==> src/rtl/nls_pkg.sv <==
// Package for the numeric literal scanner: scan phase codes, character codes,
// the phase/flag group and the result word type. No dependencies.
package nls_pkg;

  localparam int unsigned COUNT_LIMIT_DEF = 255;

  localparam logic [2:0] PH_SPACE   = 3'd0;
  localparam logic [2:0] PH_SIGN    = 3'd1;
  localparam logic [2:0] PH_INT     = 3'd2;
  localparam logic [2:0] PH_DOT     = 3'd3;
  localparam logic [2:0] PH_FRAC    = 3'd4;
  localparam logic [2:0] PH_EXPSIGN = 3'd5;
  localparam logic [2:0] PH_EXP     = 3'd6;

  localparam logic [7:0] CH_TAB    = 8'd9;
  localparam logic [7:0] CH_CR     = 8'd13;
  localparam logic [7:0] CH_BLANK  = 8'd32;
  localparam logic [7:0] CH_PLUS   = 8'd43;
  localparam logic [7:0] CH_MINUS  = 8'd45;
  localparam logic [7:0] CH_DOT    = 8'd46;
  localparam logic [7:0] CH_ZERO   = 8'd48;
  localparam logic [7:0] CH_NINE   = 8'd57;
  localparam logic [7:0] CH_EXP_UC = 8'd69;
  localparam logic [7:0] CH_EXP_LC = 8'd101;

  typedef struct packed {
    logic [2:0] phase;
    logic       saw_int;
    logic       saw_frac;
  } flags_t;

  typedef struct packed {
    logic       accepted;
    logic [7:0] skipped_spaces;
    logic [7:0] token_length;
  } result_t;

endpackage

==> src/rtl/nls_if.sv <==
// Valid/ready channel interfaces for the numeric literal scanner.
// Standalone; no package dependency.
interface nls_in_if;
  logic       valid;
  logic       ready;
  logic [7:0] char_code;
  logic       end_of_input;
  modport source (output valid, output char_code, output end_of_input, input ready);
  modport sink (input valid, input char_code, input end_of_input, output ready);
endinterface

interface nls_out_if;
  logic       valid;
  logic       ready;
  logic       accepted;
  logic [7:0] skipped_spaces;
  logic [7:0] token_length;
  modport source (output valid, output accepted, output skipped_spaces,
                  output token_length, input ready);
  modport sink (input valid, input accepted, input skipped_spaces,
                input token_length, output ready);
endinterface

==> src/rtl/nls_step.sv <==
// Per-character transition of the scanner: next phase, flags and counters,
// and the result word when the scan decides. Depends on nls_pkg.
module nls_step #(
  parameter int unsigned COUNT_LIMIT = nls_pkg::COUNT_LIMIT_DEF,
  localparam int unsigned CW = $clog2(COUNT_LIMIT + 1)
) (
  input  logic [7:0]      char_code,
  input  logic            end_of_input,
  input  nls_pkg::flags_t flags_i,
  input  logic [CW-1:0]   consumed_i,
  input  logic [CW-1:0]   marked_i,
  input  logic [CW-1:0]   skipped_i,
  output nls_pkg::flags_t flags_o,
  output logic [CW-1:0]   consumed_o,
  output logic [CW-1:0]   marked_o,
  output logic [CW-1:0]   skipped_o,
  output logic            emit_o,
  output nls_pkg::result_t res_o
);

  localparam int unsigned OW = (CW > 8) ? CW : 8;

  logic          is_digit, is_space, is_sign, is_exp, is_dot;
  logic [CW-1:0] cons_inc, skip_inc, fin_len;
  logic          fin, ok;
  logic [OW-1:0] len_ext, skip_ext;

  assign is_digit = (char_code >= nls_pkg::CH_ZERO) && (char_code <= nls_pkg::CH_NINE);
  assign is_space = ((char_code >= nls_pkg::CH_TAB) && (char_code <= nls_pkg::CH_CR)) ||
                    (char_code == nls_pkg::CH_BLANK);
  assign is_sign  = (char_code == nls_pkg::CH_PLUS) || (char_code == nls_pkg::CH_MINUS);
  assign is_exp   = (char_code == nls_pkg::CH_EXP_UC) || (char_code == nls_pkg::CH_EXP_LC);
  assign is_dot   = (char_code == nls_pkg::CH_DOT);

  assign cons_inc = (consumed_i >= CW'(COUNT_LIMIT)) ? CW'(COUNT_LIMIT) : consumed_i + CW'(1);
  assign skip_inc = (skipped_i >= CW'(COUNT_LIMIT)) ? CW'(COUNT_LIMIT) : skipped_i + CW'(1);

  always_comb begin
    flags_o    = flags_i;
    consumed_o = consumed_i;
    marked_o   = marked_i;
    skipped_o  = skipped_i;
    fin        = 1'b0;
    ok         = 1'b0;
    fin_len    = marked_i;
    if (end_of_input) begin
      fin = 1'b1;
    end else begin
      case (flags_i.phase)
        nls_pkg::PH_SIGN: begin
          if (is_digit) begin
            consumed_o       = cons_inc;
            marked_o         = cons_inc;
            flags_o.saw_int  = 1'b1;
            flags_o.phase    = nls_pkg::PH_INT;
          end else if (is_dot) begin
            marked_o      = consumed_i;
            consumed_o    = cons_inc;
            flags_o.phase = nls_pkg::PH_DOT;
          end else begin
            fin = 1'b1;
          end
        end
        nls_pkg::PH_INT: begin
          if (is_digit) begin
            consumed_o      = cons_inc;
            marked_o        = cons_inc;
            flags_o.saw_int = 1'b1;
          end else if (is_dot) begin
            consumed_o    = cons_inc;
            flags_o.phase = nls_pkg::PH_DOT;
          end else if (is_exp) begin
            consumed_o    = cons_inc;
            marked_o      = cons_inc;
            flags_o.phase = nls_pkg::PH_EXPSIGN;
          end else begin
            fin = 1'b1;
            ok  = flags_i.saw_int;
          end
        end
        nls_pkg::PH_DOT: begin
          if (is_exp) begin
            consumed_o    = cons_inc;
            flags_o.phase = nls_pkg::PH_EXPSIGN;
          end else if (is_digit) begin
            consumed_o       = cons_inc;
            flags_o.saw_frac = 1'b1;
            flags_o.phase    = nls_pkg::PH_FRAC;
          end else begin
            // A second dot leaves the end before the first one (ranges).
            fin     = 1'b1;
            ok      = flags_i.saw_int;
            fin_len = is_dot ? marked_i : consumed_i;
          end
        end
        nls_pkg::PH_FRAC: begin
          if (is_digit) begin
            consumed_o       = cons_inc;
            flags_o.saw_frac = 1'b1;
          end else if (is_exp) begin
            consumed_o    = cons_inc;
            flags_o.phase = nls_pkg::PH_EXPSIGN;
          end else begin
            fin     = 1'b1;
            ok      = flags_i.saw_int | flags_i.saw_frac;
            fin_len = consumed_i;
          end
        end
        nls_pkg::PH_EXPSIGN: begin
          if (is_sign || is_digit) begin
            consumed_o    = cons_inc;
            flags_o.phase = nls_pkg::PH_EXP;
          end else begin
            fin = 1'b1;
          end
        end
        nls_pkg::PH_EXP: begin
          if (is_digit) begin
            consumed_o = cons_inc;
          end else begin
            fin     = 1'b1;
            ok      = 1'b1;
            fin_len = consumed_i;
          end
        end
        default: begin
          flags_o.phase = nls_pkg::PH_SPACE;
          if (is_space) begin
            skipped_o = skip_inc;
          end else if (is_sign) begin
            marked_o      = consumed_i;
            consumed_o    = cons_inc;
            flags_o.phase = nls_pkg::PH_SIGN;
          end else if (is_digit) begin
            consumed_o      = cons_inc;
            marked_o        = cons_inc;
            flags_o.saw_int = 1'b1;
            flags_o.phase   = nls_pkg::PH_INT;
          end else if (is_dot) begin
            marked_o      = consumed_i;
            consumed_o    = cons_inc;
            flags_o.phase = nls_pkg::PH_DOT;
          end else begin
            fin = 1'b1;
          end
        end
      endcase
    end
    if (fin) begin
      flags_o    = '0;
      consumed_o = '0;
      marked_o   = '0;
      skipped_o  = '0;
    end
  end

  assign len_ext  = OW'(fin_len);
  assign skip_ext = OW'(skipped_i);

  assign emit_o               = fin;
  assign res_o.accepted       = ok;
  assign res_o.skipped_spaces = skip_ext[7:0];
  assign res_o.token_length   = ok ? len_ext[7:0] : 8'd0;

endmodule

==> src/rtl/numeric_literal_scanner.sv <==
// A result word is registered when its deciding character is accepted; a two-entry output
// buffer keeps input flowing while a result waits. Throughput: one character word per cycle
// while the skid entry is empty; the scan state register carries one transition per accepted
// character. Reset (synchronous, active low) returns the scan to the whitespace phase with all
// counters cleared and the output buffer empty. Depends on nls_pkg, nls_if and nls_step.
module numeric_literal_scanner #(
  parameter int unsigned COUNT_LIMIT = nls_pkg::COUNT_LIMIT_DEF
) (
  input logic           clk,
  input logic           rst_n,
  nls_in_if.sink        in_ch,
  nls_out_if.source     out_ch
);

  localparam int unsigned CW = $clog2(COUNT_LIMIT + 1);

  nls_pkg::flags_t  flags_r, flags_nxt;
  logic [CW-1:0]    consumed_r, consumed_nxt;
  logic [CW-1:0]    marked_r, marked_nxt;
  logic [CW-1:0]    skipped_r, skipped_nxt;
  logic             emit;
  nls_pkg::result_t res;

  nls_pkg::result_t out_r, skid_r;
  logic             out_valid_r, skid_valid_r;
  logic             accept, push, pop;

  nls_step #(.COUNT_LIMIT(COUNT_LIMIT)) u_step (
    .char_code    (in_ch.char_code),
    .end_of_input (in_ch.end_of_input),
    .flags_i      (flags_r),
    .consumed_i   (consumed_r),
    .marked_i     (marked_r),
    .skipped_i    (skipped_r),
    .flags_o      (flags_nxt),
    .consumed_o   (consumed_nxt),
    .marked_o     (marked_nxt),
    .skipped_o    (skipped_nxt),
    .emit_o       (emit),
    .res_o        (res)
  );

  assign in_ch.ready = ~skid_valid_r;
  assign accept      = in_ch.valid & ~skid_valid_r;
  assign push        = accept & emit;
  assign pop         = out_valid_r & out_ch.ready;

  always_ff @(posedge clk) begin
    if (!rst_n) begin
      flags_r    <= '0;
      consumed_r <= '0;
      marked_r   <= '0;
      skipped_r  <= '0;
    end else if (accept) begin
      flags_r    <= flags_nxt;
      consumed_r <= consumed_nxt;
      marked_r   <= marked_nxt;
      skipped_r  <= skipped_nxt;
    end
  end

  always_ff @(posedge clk) begin
    if (!rst_n) begin
      out_valid_r  <= 1'b0;
      skid_valid_r <= 1'b0;
    end else if (!out_valid_r || pop) begin
      if (skid_valid_r) begin
        out_valid_r  <= 1'b1;
        skid_valid_r <= 1'b0;
      end else begin
        out_valid_r <= push;
      end
    end else if (push) begin
      skid_valid_r <= 1'b1;
    end
  end

  always_ff @(posedge clk) begin
    if (!out_valid_r || pop) begin
      out_r <= skid_valid_r ? skid_r : res;
    end else if (push) begin
      skid_r <= res;
    end
  end

  assign out_ch.valid          = out_valid_r;
  assign out_ch.accepted       = out_r.accepted;
  assign out_ch.skipped_spaces = out_r.skipped_spaces;
  assign out_ch.token_length   = out_r.token_length;

endmodule
==> src/flat_wrapper.sv <==
// flat-port wrapper written by rule: the top's interface ports become plain ports
module numeric_literal_scanner_flat 
#(
  parameter int unsigned COUNT_LIMIT = nls_pkg::COUNT_LIMIT_DEF
)
  (clk, rst_n, in_ch_valid, in_ch_char_code, in_ch_end_of_input, in_ch_ready, out_ch_valid, out_ch_accepted, out_ch_skipped_spaces, out_ch_token_length, out_ch_ready);
  nls_in_if in_ch_i ();
  nls_out_if out_ch_i ();
  input logic clk;
  input logic rst_n;
  input wire logic [$bits(in_ch_i.valid)-1:0] in_ch_valid;
  input wire logic [$bits(in_ch_i.char_code)-1:0] in_ch_char_code;
  input wire logic [$bits(in_ch_i.end_of_input)-1:0] in_ch_end_of_input;
  output wire logic [$bits(in_ch_i.ready)-1:0] in_ch_ready;
  output wire logic [$bits(out_ch_i.valid)-1:0] out_ch_valid;
  output wire logic [$bits(out_ch_i.accepted)-1:0] out_ch_accepted;
  output wire logic [$bits(out_ch_i.skipped_spaces)-1:0] out_ch_skipped_spaces;
  output wire logic [$bits(out_ch_i.token_length)-1:0] out_ch_token_length;
  input wire logic [$bits(out_ch_i.ready)-1:0] out_ch_ready;
  assign in_ch_i.valid = in_ch_valid;
  assign in_ch_i.char_code = in_ch_char_code;
  assign in_ch_i.end_of_input = in_ch_end_of_input;
  assign in_ch_ready = in_ch_i.ready;
  assign out_ch_valid = out_ch_i.valid;
  assign out_ch_accepted = out_ch_i.accepted;
  assign out_ch_skipped_spaces = out_ch_i.skipped_spaces;
  assign out_ch_token_length = out_ch_i.token_length;
  assign out_ch_i.ready = out_ch_ready;
  numeric_literal_scanner #(.COUNT_LIMIT(COUNT_LIMIT)) u_core (.clk(clk), .rst_n(rst_n), .in_ch(in_ch_i), .out_ch(out_ch_i));
endmodule
==> config.mk <==
export PLATFORM = sky130hd
export DESIGN_NAME = numeric_literal_scanner_flat
export DESIGN_NICKNAME = d
export VERILOG_FILES = /design/src/rtl/nls_pkg.sv /design/src/rtl/nls_if.sv /design/src/rtl/nls_step.sv /design/src/rtl/numeric_literal_scanner.sv /design/src/flat_wrapper.sv
export SDC_FILE = /design/constraint.sdc
export NUM_CORES = 1
export LEC_CHECK = 0
export BUFFER_PORTS_ARGS = -buffer_cell sky130_fd_sc_hd__buf_2
export CAP_MARGIN = 20
export CORE_MARGIN = 4
export CORE_UTILIZATION = 50
export CTS_CLUSTER_DIAMETER = 100
export CTS_CLUSTER_SIZE = 10
export DETAILED_ROUTE_END_ITERATION = 7
export PLACE_DENSITY = 0.68
export SYNTH_ARGS = -nofsm -noshare
export SYNTH_HDL_FRONTEND = slang
export SYNTH_HIERARCHICAL = 1
export SYNTH_SLANG_ARGS = --single-unit
==> constraint.sdc <==
create_clock -name clk -period 10.98 [get_ports clk]
set_input_delay 0.549 -clock clk [delete_from_list [all_inputs] [get_ports clk]]
set_output_delay 0.549 -clock clk [all_outputs]
set_load 0.01 [all_outputs]
==> results of run 1 <==
## where the power goes
part	total [mW]	internal (mW)	switching [mW]	leakage [nW]
combinational	0.0443	0.0151	0.0292	1.02
clock	0.275	0.174	0.101	0.131
sequential	0.263	0.260	0.00261	0.589
## cell type report
class / instances / area [µm²] / area share
inverters: 9 / 33.8 / 0.00625
flip-flops and latches: 65 / 1640 / 0.304
well taps: 133 / 166 / 0.0308
repair buffers: 41 / 245 / 0.0454
clock buffers: 9 / 124 / 0.0229
multi-input cells: 490 / 3050 / 0.565
clock inverters: 7 / 141 / 0.0262
## metrics by stage
step           instance area (µm²)  hold slack (ns)  instances   util
2_1_floorplan                 5000            0.442        622      -
3_3_place_gp                  5110            0.504        736  0.522
3_5_place_dp                  5110            0.508        736  0.522
4_1_cts                       5370            0.522        752  0.550
5_1_grt                       5400            0.550        754  0.553
6_report                      5400            0.522        754  0.553
## registers in the layout, summed over array words and instances (netlist names)
| signal | count |
|---|---|
| u_core/marked_r | 8 |
| u_core/out_ch.valid | 1 |
| u_core/out_ch.skipped_spaces | 8 |
| u_core/skid_valid_r | 1 |
| u_core/skid_r | 17 |
| u_core/out_ch.accepted | 1 |
| u_core/consumed_r | 8 |
| u_core/flags_r | 5 |
| u_core/out_ch.token_length | 8 |
| u_core/skipped_r | 8 |
## path summary, 6_finish.rpt
| kind | startpoint | to | slack [ns] | cells after the start |
|---|---|---|---|---|
| worst min-delay path | u_core/skipped_r[3]$_SDFFE_PN0P_ | u_core/skipped_r[3]$_SDFFE_PN0P_ | 0.52 | 2 |
| worst max-delay path | u_core/flags_r[2]$_SDFFE_PN0P_ | u_core/skipped_r[7]$_SDFFE_PN0P_ | 7.48 | 8 |
| worst min register to register | u_core/skipped_r[3]$_SDFFE_PN0P_ | u_core/skipped_r[3]$_SDFFE_PN0P_ | 0.52 | 2 |
| worst max register to register | u_core/flags_r[2]$_SDFFE_PN0P_ | u_core/skipped_r[7]$_SDFFE_PN0P_ | 7.48 | 8 |
## critical path: cells and delay by family, from the launching register on
| kind | cells | cell delay (ns) |
|---|---|---|
| compound gates | 3 | 1.72 |
| simple gates | 4 | 0.65 |
| flops | 1 | 0.87 |
| mux | 1 | 0.17 |
## synthesized netlist by cell type (15+ instances only)
library cell / n / area share
sky130_fd_sc_hd__mux2_2: 21 / 0.047
sky130_fd_sc_hd__buf_2: 15 / 0.015
sky130_fd_sc_hd__nor2_1: 45 / 0.034
sky130_fd_sc_hd__clkbuf_1: 27 / 0.020
sky130_fd_sc_hd__dfxtp_1: 31 / 0.12
sky130_fd_sc_hd__nand2_1: 105 / 0.079
sky130_fd_sc_hd__o21ai_0: 49 / 0.049
sky130_fd_sc_hd__nand3_1: 15 / 0.015
sky130_fd_sc_hd__a21oi_1: 36 / 0.036
sky130_fd_sc_hd__a21boi_0: 20 / 0.030
sky130_fd_sc_hd__edfxtp_1: 34 / 0.20
## logic make-up (layout without fill, tap and decap cells)
logic type                 after synthesis  in the layout
and+or+nand+nor                        230            230
AOI/OAI and AO/OA                      224            224
buffers and inverters                   67             66
DFF                                     65             65
muxes                                   29             29
xor gates and xnor gates                 5              5
adders and majority gates                2              2
## layer usage
layer,track usage,share of wire,up-vias
li1,-,-,2323
met4,0.113,0.031,0
met5,0,0,-
met3,0.0651,0.10,47
met1,0.399,0.44,2387
met2,0.419,0.43,327
==> impl_results.md, run 1 <==
* Synth cell types at 73
* Number of diodes at 0
* Combined global-route utilization of all metal layers at 0.283
* Detailed-route DRC error count at 0
* Final-layout setup total negative slack at 0 ns
* Vertical extent of the die at about 110 µm
* Via count at 5084
* Unrepaired setup endpoints after global routing: false
* Number of resized instances in the post-cts repair step at 0
* Routed WL at ~16000 µm
* Maximum clock frequency at 286 MHz
* CTS tree: yes
* Maximum buffer depth of the clock tree at 2
* Final hold viol count at 0
* # setup viols final at 0
* Post-synth EDFFs at 34
* I/O pin count at 32
* Number of warning messages in the yosys log at 6
* Crit share post-route at 0.319
* Gr ovfl total at 0
* Routed len/inst at 21.5 µm
* Slew HR at 0.349
* Number of buffers added for setup after CTS at 0
* Most used cells in the layout excluding fill and tap cells: sky130_fd_sc_hd__nand2_1 (105), sky130_fd_sc_hd__o21ai_0 (49), sky130_fd_sc_hd__nor2_1 (45)
* Area of the core region at 9770 µm²
* Count of routing violations after the opening detailed-route iteration at 625
* Nets at 631
* Fill count at 949
* Post-route minimum period at 3.50 ns
* Main combinational cell family by area after synthesis: compound AO/OA/AOI/OAI gates
* Clock Tree Root: sky130_fd_sc_hd__clkbuf_8
* Later-pin clock latency in the skew report at 0.35 ns
* Row cnt at 36
* Max incr delay on CP at 0.87 ns
* P&R area growth vs syn at 8.03%
* Number of nets in the synthesized netlist at 637
* Required @ worst endpoint at 11.25 ns
* Routability Congestion at 1.04
* Classification of the worst setup path: reg -> reg
* Capturing element type of the critical path: flip-flop
* Clock buffer count from CTS at 9
* Result of the run: complete, no violations
* Effective utilization at floorplan at 0.512
* Netlist Area Pre-Place at 5000 µm²
* #FFs+latches synth at 65
* Die footprint at about 12000 µm²
* Slowest library cell on the worst path: sky130_fd_sc_hd__dfxtp_1
* Flip-flop cell with the highest count after synthesis: sky130_fd_sc_hd__edfxtp_1
* Multiplexer area fraction after synthesis at 0.0633
* Area share of and/or/nand/nor cells after synthesis at 0.215
* Count of buffers inserted at the top-level ports at 31
* Measured slew at the worst slew-check pin at 0.972 ns
* Peak VDD IR at 0.0707 mV
* Max-Cap Viols at 0
* Most Frequent Cell on Critical Path: sky130_fd_sc_hd__nand3_1
* Worst path setup slack after routing at 7.48 ns
* Number of global-route vias before repair at 4638
* Area fraction in compound gates after synthesis at 0.315
* Mapped Avg Cell Area at 8.04 µm²
* Wire length of the first global-routing pass at 25600 µm
* Number of sinks handled by clock tree synthesis at 65
* Most frequent standard cell in the layout excluding fill and tap cells: sky130_fd_sc_hd__nand2_1
* Count of pins over their slew limit at 0
* Sequential element share of the synthesized area at 0.328
* Min-delay worst type: reg -> reg
* Power after layout at 0.582 mW
* DIE WIDTH at ~110 µm
* Crit path DAT at 3.77 ns
* Synth Area in XOR/XNOR at 0.00876
* Half-perimeter wire length of the detailed placement result at ~11000 µm
* Cells along the critical path: nand3_1, a21oi_2, a21boi_1, nand3_1, mux2i_1, nor2_1, nand2_1, a21boi_0
* Crit start category: flip-flop
* Worst slack at placement at 7.42 ns
* Via-per-instance ratio at approximately 6.7
* Worst clock skew on the final layout at 0.00960 ns
* Post-synthesis share of cell area spent on full adders, half adders and majority gates at 0.00501
* Maximum number of pins on one net before global-route repair at 33
* Top fanout value on the critical path at 22
* Static leakage at 1.74 nW
* Clock slew at reported path FFs at 0.08 ns
* Async set or reset register ratio after synthesis at 0
* Number of antenna violations at the first check in global routing at 0
* Number of buffers inserted by hold repair at cts at 0
* Iteration count of the initial detailed-routing pass at 5
* Ratio of cells with drive above 1 in the final layout at 0.151
* Antenna-violating nets left at 0
* Total power per unit cell area at around 110 nW/µm²
* Instance count of the mapped netlist at approximately 620
* Maximum level of the CTS H-tree at 3
(Power assumes the default switching activity.)
==> run 2, diff against run 1 <==
--- a/config.mk
+++ b/config.mk
@@ -5,6 +5,7 @@
 export SDC_FILE = /design/constraint.sdc
 export NUM_CORES = 1
 export LEC_CHECK = 0
+export ABC_AREA = 1
 export BUFFER_PORTS_ARGS = -buffer_cell sky130_fd_sc_hd__buf_2
 export CAP_MARGIN = 20
 export CORE_MARGIN = 4
@@ -12,7 +13,7 @@
 export CTS_CLUSTER_DIAMETER = 100
 export CTS_CLUSTER_SIZE = 10
 export DETAILED_ROUTE_END_ITERATION = 7
-export PLACE_DENSITY = 0.68
+export PLACE_DENSITY = 0.67
 export SYNTH_ARGS = -nofsm -noshare
 export SYNTH_HDL_FRONTEND = slang
 export SYNTH_HIERARCHICAL = 1
==> constraint.sdc (replaced) <==
create_clock -name clk -period 3.3 [get_ports clk]
set_input_delay 0.165 -clock clk [delete_from_list [all_inputs] [get_ports clk]]
set_output_delay 0.165 -clock clk [all_outputs]
set_load 0.01 [all_outputs]
==> impl_results.md, run 2 <==
* Result of the run: complete, no violations
* Half-perimeter wire length of the detailed placement result at 15100 µm
* Number of diodes at 0
* Count of pins over their slew limit at 0
* Measured slew at the worst slew-check pin at roughly 0.9 ns
* Max-Cap Viols at 0
* Most used cells in the layout excluding fill and tap cells: sky130_fd_sc_hd__nand2_1 (261), sky130_fd_sc_hd__nor2_1 (129), sky130_fd_sc_hd__inv_1 (59)
* Unrepaired setup endpoints after global routing: false
* I/O pin count at 32
* Die footprint at around 13000 µm²
* Crit path DAT at between 3 and 4 ns
* Number of nets in the synthesized netlist at 896
* Post-synth EDFFs at 34
* DIE WIDTH at 114 µm
* Maximum buffer depth of the clock tree at 2
* P&R area growth vs syn at 8.41%
* Final-layout setup total negative slack at 0 ns
* Async set or reset register ratio after synthesis at 0
* Worst path setup slack after routing at 0.437 ns
* Number of buffers inserted by hold repair at cts at 0
* Top fanout value on the critical path at 9
* Gr ovfl total at 0
* Number of buffers added for setup after CTS at 0
* Flip-flop cell with the highest count after synthesis: sky130_fd_sc_hd__edfxtp_1
* Slew HR at 0.414
* Ratio of cells with drive above 1 in the final layout at 0.149
* Max incr delay on CP at 0.53 ns
* Iteration count of the initial detailed-routing pass at 5
* Register with the most flip-flops: u_core/skid_r
* Slowest library cell on the worst path: sky130_fd_sc_hd__dfxtp_1
* Min-delay worst type: in -> reg
* Yosys top cell by area: sky130_fd_sc_hd__edfxtp_1
* Number of antenna violations at the first check in global routing at 0
* Detailed-route DRC error count at 0
* Vertical extent of the die at 114 µm
* Clock Tree Root: sky130_fd_sc_hd__clkbuf_8
* Effective utilization at floorplan at 0.512
* Count of buffers inserted at the top-level ports at 31
* Fill count at 1126
* Most frequent standard cell in the layout excluding fill and tap cells: sky130_fd_sc_hd__nand2_1
* Crit share post-route at 0.867
* Routed WL at 20800 µm
* Classification of the worst setup path: reg -> reg
* Worst slack at placement at around 0.53 ns
* Total power per unit cell area at 381 nW/µm²
* Count of routing violations after the opening detailed-route iteration at between 800 and 900
* Crit start category: flip-flop
* Top cell type's share of synthesized area at 0.183
* Clock slew at reported path FFs at 0.08 ns
* # setup viols final at 0
* Number of flip-flops under the largest register name at 17
* Routability Congestion at 1.04
* Wire length of the first global-routing pass at 32100 µm
* Number of global-route vias before repair at between 5000 and 6000
* Library cell with the highest instance count after synthesis: sky130_fd_sc_hd__nand2_1
* Maximum number of pins on one net before global-route repair at 48
* Via-per-instance ratio at 5.98
* Peak VDD IR at between 0.2 and 0.3 mV
* Biggest area contributors in the synthesized netlist: sky130_fd_sc_hd__edfxtp_1 (18%), sky130_fd_sc_hd__nand2_1 (18%), sky130_fd_sc_hd__dfxtp_1 (11%)
* Nets at 920
* #FFs+latches synth at 65
* Final hold viol count at 0
* Clock buffer count from CTS at 9
* Most Frequent Cell on Critical Path: sky130_fd_sc_hd__nand2_1
* Netlist Area Pre-Place at approximately 5600 µm²
* Number of resized instances in the post-cts repair step at 0
* Synth cell types at 42
* Number of sinks handled by clock tree synthesis at 65
* Number of warning messages in the yosys log at 6
* Via count at ~6300
* Required @ worst endpoint at about 3.6 ns
* List of most frequent post-synthesis cells: sky130_fd_sc_hd__nand2_1 (261), sky130_fd_sc_hd__nor2_1 (130), sky130_fd_sc_hd__inv_1 (59), sky130_fd_sc_hd__nand3_1 (56), sky130_fd_sc_hd__o21ai_0 (56)
* Capturing element type of the critical path: flip-flop
* Worst clock skew on the final layout at around 0.019 ns
* Row cnt at 38
* Sequential element share of the synthesized area at 0.294
* Maximum clock frequency at 349 MHz
* Combined global-route utilization of all metal layers at 0.324
* Mapped Avg Cell Area at approximately 6.3 µm²
* Instance count of the mapped netlist at approximately 880
* Cells along the critical path: clkinv_1, nand3_1, nand2_1, nor2_1, nand2_1, nand3_1, nand2_1, nor2_1, nand3_1, nand2_1, a21oi_1, nand3b_1, nand2_1, nor2_1
* Area of the core region at 10900 µm²
* Post-route minimum period at 2.86 ns
* Static leakage at 2.84 nW
* CTS tree: yes
* Maximum level of the CTS H-tree at 3
* Antenna-violating nets left at 0
* Routed len/inst at roughly 20 µm
* Later-pin clock latency in the skew report at 0.37 ns
==> run 2: cell types whose count changed after synthesis, sizes merged, moves of 10 or more <==
cell	before	now
a211oi	12	0
nand4	2	17
nand3b	1	32
nand2	105	268
inv	9	73
clkbuf	27	13
o211ai	3	22
a31oi	14	3
a21boi	32	0
mux2	21	0
a221oi	10	0
nor2	45	148
nand3	15	63
o21ai	50	66
==> run 2: worst paths after layout <==
path	from	endpoint	slack, ns	cells after the start
max reg2reg	u_core/consumed_r[4]$_SDFFE_PN0P_	u_core/consumed_r[4]$_SDFFE_PN0P_	0.44	14
max	u_core/consumed_r[4]$_SDFFE_PN0P_	u_core/consumed_r[4]$_SDFFE_PN0P_	0.44	14
min	out_ch_ready	u_core/skid_valid_r$_SDFFE_PP0P_	0.05	4
min reg2reg	u_core/out_ch.valid$_SDFFE_PN0P_	u_core/skid_valid_r$_SDFFE_PP0P_	0.49	2
==> run 2: per-stage QoR <==
stage / power, mW / utilization / cell area, µm² / std cells / hold slack (ns)
2_1_floorplan: 1.35 / - / 5580 / 881 / 0.309
3_5_place_dp: 1.51 / 0.535 / 5820 / 1034 / 0.433
3_3_place_gp: 1.51 / 0.535 / 5820 / 1034 / 0.429
6_report: 2.31 / 0.555 / 6050 / 1050 / 0.0468
5_1_grt: 2.41 / 0.555 / 6050 / 1050 / 0.0883
4_1_cts: 2.30 / 0.555 / 6050 / 1050 / 0.0288
==> run 2: kinds of logic (layout without fill, tap and decap cells) <==
kind of cell / count (synthesis) / count (layout) / synth area share
xor gates and xnor gates: 5 / 5 / 0.00785
AOI/OAI and AO/OA: 145 / 145 / 0.150
and+or+nand+nor: 541 / 541 / 0.437
adders and majority gates: 2 / 2 / 0.00449
buffers and inverters: 123 / 152 / 0.107
DFF: 65 / 65 / 0.294
==> run 2: area by class of cell <==
type | instances | area (µm²) | share of cell area
multi-input cells | 693 | 3340 | 0.553
repair buffers | 60 | 373 | 0.0617
clock buffers | 9 | 124 | 0.0205
inverters | 76 | 289 | 0.0478
clock inverters | 7 | 100 | 0.0166
flip-flops and latches | 65 | 1640 | 0.271
well taps | 140 | 175 | 0.0290
==> run 2: critical path, delay by kind of cell (launching register included) <==
kind                   cells  cell delay, ns
AOI/OAI and AO/OA          1            0.05
DFF                        1            0.53
buffers and inverters      1            0.39
and+or+nand+nor           12            1.77
==> run 2: power breakdown <==
| part | switching, mW | internal, mW | total [mW] |
|---|---|---|---|
| logic | 0.381 | 0.180 | 0.562 |
| registers | 0.0506 | 0.901 | 0.952 |
| clock network | 0.359 | 0.433 | 0.792 |
==> run 2: per-layer routing <==
| metal | GRT usage | routed length, µm | up-vias |
|---|---|---|---|
| li1 | - | - | 2954 |
| met1 | 0.429 | 8460 | 2831 |
| met2 | 0.479 | 9010 | 407 |
| met3 | 0.0891 | 2340 | 87 |
| met4 | 0.171 | 1010 | 0 |
| met5 | 0 | 0 | - |
